[src/rtl/vtc_pkg.sv]
// Shared types and constants of the virtual translation cache.
// Entry layout, request and register codes, and the slot wrap helper.
// No dependencies.
package vtc_pkg;

   localparam int ENTRIES    = 64;
   localparam int IDX_W      = $clog2(ENTRIES);
   localparam int CNT_W      = $clog2(ENTRIES + 1);
   localparam int ADDR_W     = 64;
   localparam int BASE_W     = 61;
   localparam int SPACE_W    = 10;
   localparam int PAGE_W     = 6;
   localparam int PROT_W     = 3;
   localparam int CSR_IDX_W  = 1;
   localparam int CSR_DATA_W = 10;

   localparam logic [ADDR_W-1:0] KEY_TAG_MASK    = 64'h7FFF_FFFF_FFFF_FE00;
   localparam logic [PAGE_W-1:0] PAGE_SIZE_RESET = 6'd13;

   typedef enum logic [1:0] {
      REQ_TRANSLATE = 2'd0,
      REQ_STORE     = 2'd1,
      REQ_UPDATE    = 2'd2,
      REQ_CLEAR     = 2'd3
   } req_kind_type;

   typedef enum logic [CSR_IDX_W-1:0] {
      CSR_PAGE_SIZE  = 1'b0,
      CSR_ADDR_SPACE = 1'b1
   } csr_index_type;

   typedef struct packed {
      logic [ADDR_W-1:0]  tag;
      logic [SPACE_W-1:0] space;
      logic [BASE_W-1:0]  phys_base;
      logic [PROT_W-1:0]  prot;
   } entry_type;

   typedef struct packed {
      logic             rd_en;
      logic             rd_cache;
      logic [IDX_W-1:0] rd_slot;
      logic             wr_en;
      logic             wr_cache;
      logic [IDX_W-1:0] wr_slot;
      logic             clr_en;
      logic             clr_cache;
   } ram_ctl_type;

   function automatic logic [IDX_W-1:0] slot_inc(input logic [IDX_W-1:0] slot);
      logic [IDX_W-1:0] nxt;
      if (slot == IDX_W'(ENTRIES - 1)) begin
         nxt = '0;
      end else begin
         nxt = slot + 1'b1;
      end
      return nxt;
   endfunction

endpackage

[src/rtl/vtc_match.sv]
// Shared compare and add unit: checks one entry against the search key and
// forms physical base plus page offset. Depends on vtc_pkg.
module vtc_match (
   input  vtc_pkg::entry_type                  entry,
   input  logic                                entry_valid,
   input  logic [vtc_pkg::ADDR_W-1:0]          key_tag,
   input  logic [vtc_pkg::SPACE_W-1:0]         key_space,
   input  logic [vtc_pkg::ADDR_W-1:0]          offset,
   output logic                                match,
   output logic [vtc_pkg::ADDR_W-1:0]          phys_sum
);
   import vtc_pkg::*;

   // An entry with protection zero counts as invalid.
   assign match = entry_valid && (entry.prot != '0) && (entry.space == key_space)
                  && (entry.tag == key_tag);

   assign phys_sum = {{(ADDR_W - BASE_W){1'b0}}, entry.phys_base} + offset;

endmodule

[config.mk]
export PLATFORM = sky130hd
export DESIGN_NAME = vtc_match
export DESIGN_NICKNAME = d
export VERILOG_FILES = /design/src/rtl/vtc_pkg.sv /design/src/rtl/vtc_match.sv
export SDC_FILE = /design/constraint.sdc
export NUM_CORES = 1
export LEC_CHECK = 0
export ABC_CLOCK_PERIOD_IN_PS = 7000
export CORE_AREA = 2 2 132 134
export DETAILED_ROUTE_END_ITERATION = 10
export DIE_AREA = 0 0 134 136
export DONT_BUFFER_PORTS = 1
export PLACE_DENSITY = 0.47
export SETUP_SLACK_MARGIN = 0.3
export SLEW_MARGIN = 0
export SYNTH_ARGS = -nofsm -noshare
export SYNTH_HDL_FRONTEND = slang
export SYNTH_SLANG_ARGS = --single-unit
[constraint.sdc]
create_clock -name vclk -period 7
set_input_delay 1.4 -clock vclk [all_inputs]
set_output_delay 1.4 -clock vclk [all_outputs]
set_load 0.02 [all_outputs]
Yosys cells after proc, flatten, opt, wreduce, memory -nomap -nowiden
Cells that the tools add are included.

Input bits: 277. Register bits: 0. Word-level logic and storage cells: 7. Output and inout bits: 65.

$add $sub $neg: 1. Equality and inequality tests: 2. Reductions and logical operators: 4.

Operators with widths (count): adder 61 x 64 -> 64 bit (1); equality test 64 bit (1); equality test 10 bit (1); logical AND 1 bit (3); nonzero test 3 bit (1).

Depth between registers and ports, before layout
Depth in word-level cells: 4. Gate-level depth with buffers: 11. Gate-level depth less buffers: 11.

Worst setup path before layout
OpenSTA, ideal clock, no wires.

Kind: input to output. From: in offset[0] in the netlist's numbering. To: out phys_sum[62] in the netlist's numbering. Data required time: 5600 ps. Buffers on the path: 0. Cell stages on the path: 10. Arrival time: 4333 ps. Setup slack: 1267 ps. Cell sequence: ha_1 > fa_1 > a21o_1 > a221oi_1 > or3_1 > o211ai_1 > a21oi_1 > a21bo_2 > o21ai_0 > o311ai_0.

Longest elaborated chain between the ends: 1.

Ends and longest elaborated chain: start: declaration (RTL line vtc_match.sv:8) `input logic [vtc_pkg::ADDR_W-1:0] offset,`; adder 61 x 64 -> 64 bit (RTL line vtc_match.sv:18) `assign phys_sum = {{(ADDR_W - BASE_W){1'b0}}, entry.phys_base} + offset;`; end: declaration (RTL line vtc_match.sv:10) `output logic [vtc_pkg::ADDR_W-1:0] phys_sum`.

No other way between the ends.

Worst setup path in the final report
From: in offset[0] in the netlist's numbering. To: out phys_sum[58] in the netlist's numbering.

The elaborated chain is that of the path after synthesis.

==> impl_metrics.json <==
{
  "synth_fp_nets": 1000,
  "grt_setup_unrepaired": "no",
  "syn_area_um2": 4560,
  "tightest_slew_ns": 1.05,
  "synthCells": 661,
  "overflow": 0,
  "grt_pass1_vias": 4866,
  "nClkBuffers": 0,
  "status": "finished, final reports clean",
  "placed_area_um2": 4780,
  "cts-hold-fix-buffers": 0,
  "yosysSeqAreaShare_pct": 0,
  "place_ws_ns": 0.571,
  "gp_congestion": 0.938,
  "avgSynthCellArea_um2": 6.90,
  "final_hold_viol_count": 0,
  "drive_gt1_share_pct": 1.55,
  "arrival_ns": 4.96,
  "final_cells": 873,
  "crit_path_start_kind": "input pin",
  "cellPowerDensity_nw_per_um2": 111,
  "die_h_um": 136,
  "dp_hpwl_um": 17400,
  "rows": 48,
  "dp.cells": 871,
  "yosysWarnings": 0,
  "routedWlPerCell_um": 21.7,
  "grt_max_degree": 11,
  "seq_cells": 0,
  "whs_path_depth": 1,
  "critPathMaxFanout": 4,
  "grt_pass1_wl_um": 27600,
  "initial_core_util_pct": 27.0,
  "holdWs_ns": 2.93,
  "core_area_um2": 16900,
  "fin_nets": 987,
  "hold_path_class": "input pin to output port",
  "num_io_pins": 342,
  "postLayoutSetupSlackWorst_ns": 0.638,
  "peakVddDrop_mv": 0.0325,
  "fmax_mhz": 157,
  "critPathMaxStageDelay_ns": 0.53,
  "power_uw": 530,
  "worstSetupPathType": "input pin to output port",
  "synth_cell_types": 60,
  "finalWirelength_um": 19000,
  "via_per_inst": 5.71,
  "first_iter_violations": 232,
  "drc": 0,
  "leakagePower_nw": 2.06,
  "antenna_found_initial": 2,
  "cpMaxStageDelayCell": "a221oi_1",
  "final_area_um2": 4790,
  "fin_tns_setup_ns": 0,
  "post-route-period-util_pct": 90.9,
  "crit_chain": "ha_1 -> fa_1 -> a21o_1 -> a221oi_1 -> nor2_1 -> o21ai_0 -> a211oi_1 -> nor3_1 -> o221ai_1 -> a311o_1 -> xor2_1",
  "dr_total_vias": 4984,
  "syn_to_final_growth_pct": 5.05,
  "track_usage_pct": 19.3,
  "port_buffers": 0,
  "period_needed_ns": 6.36,
  "post_cts_buffers": 0,
  "report.final.slew_viol_count": 0,
  "final_antenna_net_count": 0,
  "cp.required_ns": 5.60,
  "crit_path_end_kind": "output port",
  "maxCapViolCount": 0,
  "setup_viol_count_final": 0,
  "slew_headroom_pct": 29.4,
  "seqCellArea_um2": 0,
  "firstDrtPassIters": 4,
  "fp.dieW_um": 134,
  "final_core_util_pct": 28.4,
  "cts.repair.resized": 0,
  "die_area_um2": 18200
}
==> power by group <==
part	internal [mW]	total (mW)	switching, mW
registers	0	0	0
clock network	0.0000000384	0.0000000385	0
logic	0.172	0.530	0.359
total	0.172	0.530	0.359
==> path summary, 6_finish.rpt <==
kind,end,startpoint
worst max-delay path,phys_sum[58],offset[0]
worst min-delay path,phys_sum[61],offset[61]
==> critical path: cells and delay by family <==
kind / cells / cell delay (ns)
AOI/OAI and AO/OA: 6 / 1.99
adders and majority gates: 2 / 0.61
and+or+nand+nor: 2 / 0.54
xor gates and xnor gates: 1 / 0.42
==> cells by family (layout without fill, tap and decap cells) <==
group                    Yosys count  in the layout  synth area share, %
AO/OA/AOI/OAI                    247            247                 36.6
AND/OR/NAND/NOR                  189            189                 21.5
XOR/XNOR                         102            102                 19.6
adder cells (fa/ha/maj)           62             62                 17.2
buffers and inverters             61             46                 5.10
other                              0              2                    0
==> cell usage in the layout, fill, tap and decap left out, types with 3 or more instances in the layout <==
cell type and count:
a21oi_1 68, xor2_1 64, ha_1 61, nand2_1 48
inv_1 45, nor2_1 38, xnor2_1 38, o21ai_0 37
a21o_1 35, nand4_1 23, nor4_1 15, nor3_1 13
o21bai_1 13, a211oi_1 9, a221oi_1 9, o22ai_1 9
a31oi_1 8, nand2b_1 8, and3_1 8, and2_1 8
o2bb2ai_1 8, o21a_1 7, nor2b_1 7, and4_1 6
or3_1 5, o211ai_1 5, o31ai_1 5, nand3_1 4
a21boi_0 4, a221o_1 3, o221ai_1 3
==> per-layer routing <==
metal  global-route usage [%]  wire length [µm]
met1                     21.7              7150
met5                        0                 0
met4                     4.85               452
met2                     36.8              9880
met3                     3.91              1500
==> synthesized netlist by cell type (all sizes together) (3+ instances only) <==
| cell | count | area (µm²) |
|---|---|---|
| a211oi | 9 | 67.6 |
| a21boi | 4 | 30.0 |
| a21o | 35 | 263 |
| a21oi | 69 | 349 |
| a221o | 3 | 30.0 |
| a221oi | 9 | 78.8 |
| a31oi | 8 | 50.1 |
| and2 | 8 | 50.1 |
| and3 | 8 | 50.1 |
| and4 | 6 | 52.6 |
| clkbuf | 15 | 56.3 |
| ha | 61 | 763 |
| inv | 45 | 169 |
| nand2 | 48 | 180 |
| nand2b | 8 | 50.1 |
| nand3 | 4 | 20.0 |
| nand4 | 24 | 156 |
| nor2 | 38 | 143 |
| nor2b | 7 | 43.8 |
| nor3 | 13 | 65.1 |
| nor4 | 15 | 93.8 |
| o211ai | 5 | 37.5 |
| o21a | 7 | 52.6 |
| o21ai | 38 | 190 |
| o21bai | 13 | 97.6 |
| o221ai | 3 | 26.3 |
| o22ai | 9 | 56.3 |
| o2bb2ai | 8 | 70.1 |
| o31ai | 5 | 37.5 |
| or3 | 5 | 31.3 |
| xnor2 | 38 | 333 |
| xor2 | 64 | 561 |
==> layout make-up <==
cell class / count / area, µm²
tap: 225 / 282
antenna: 2 / 5.00
multi-input combinational: 600 / 4330
inverter: 45 / 169
fill: 1939 / 12100
timing repair buffer: 1 / 7.51
No activity file was read; power rests on OpenSTA's default activity.
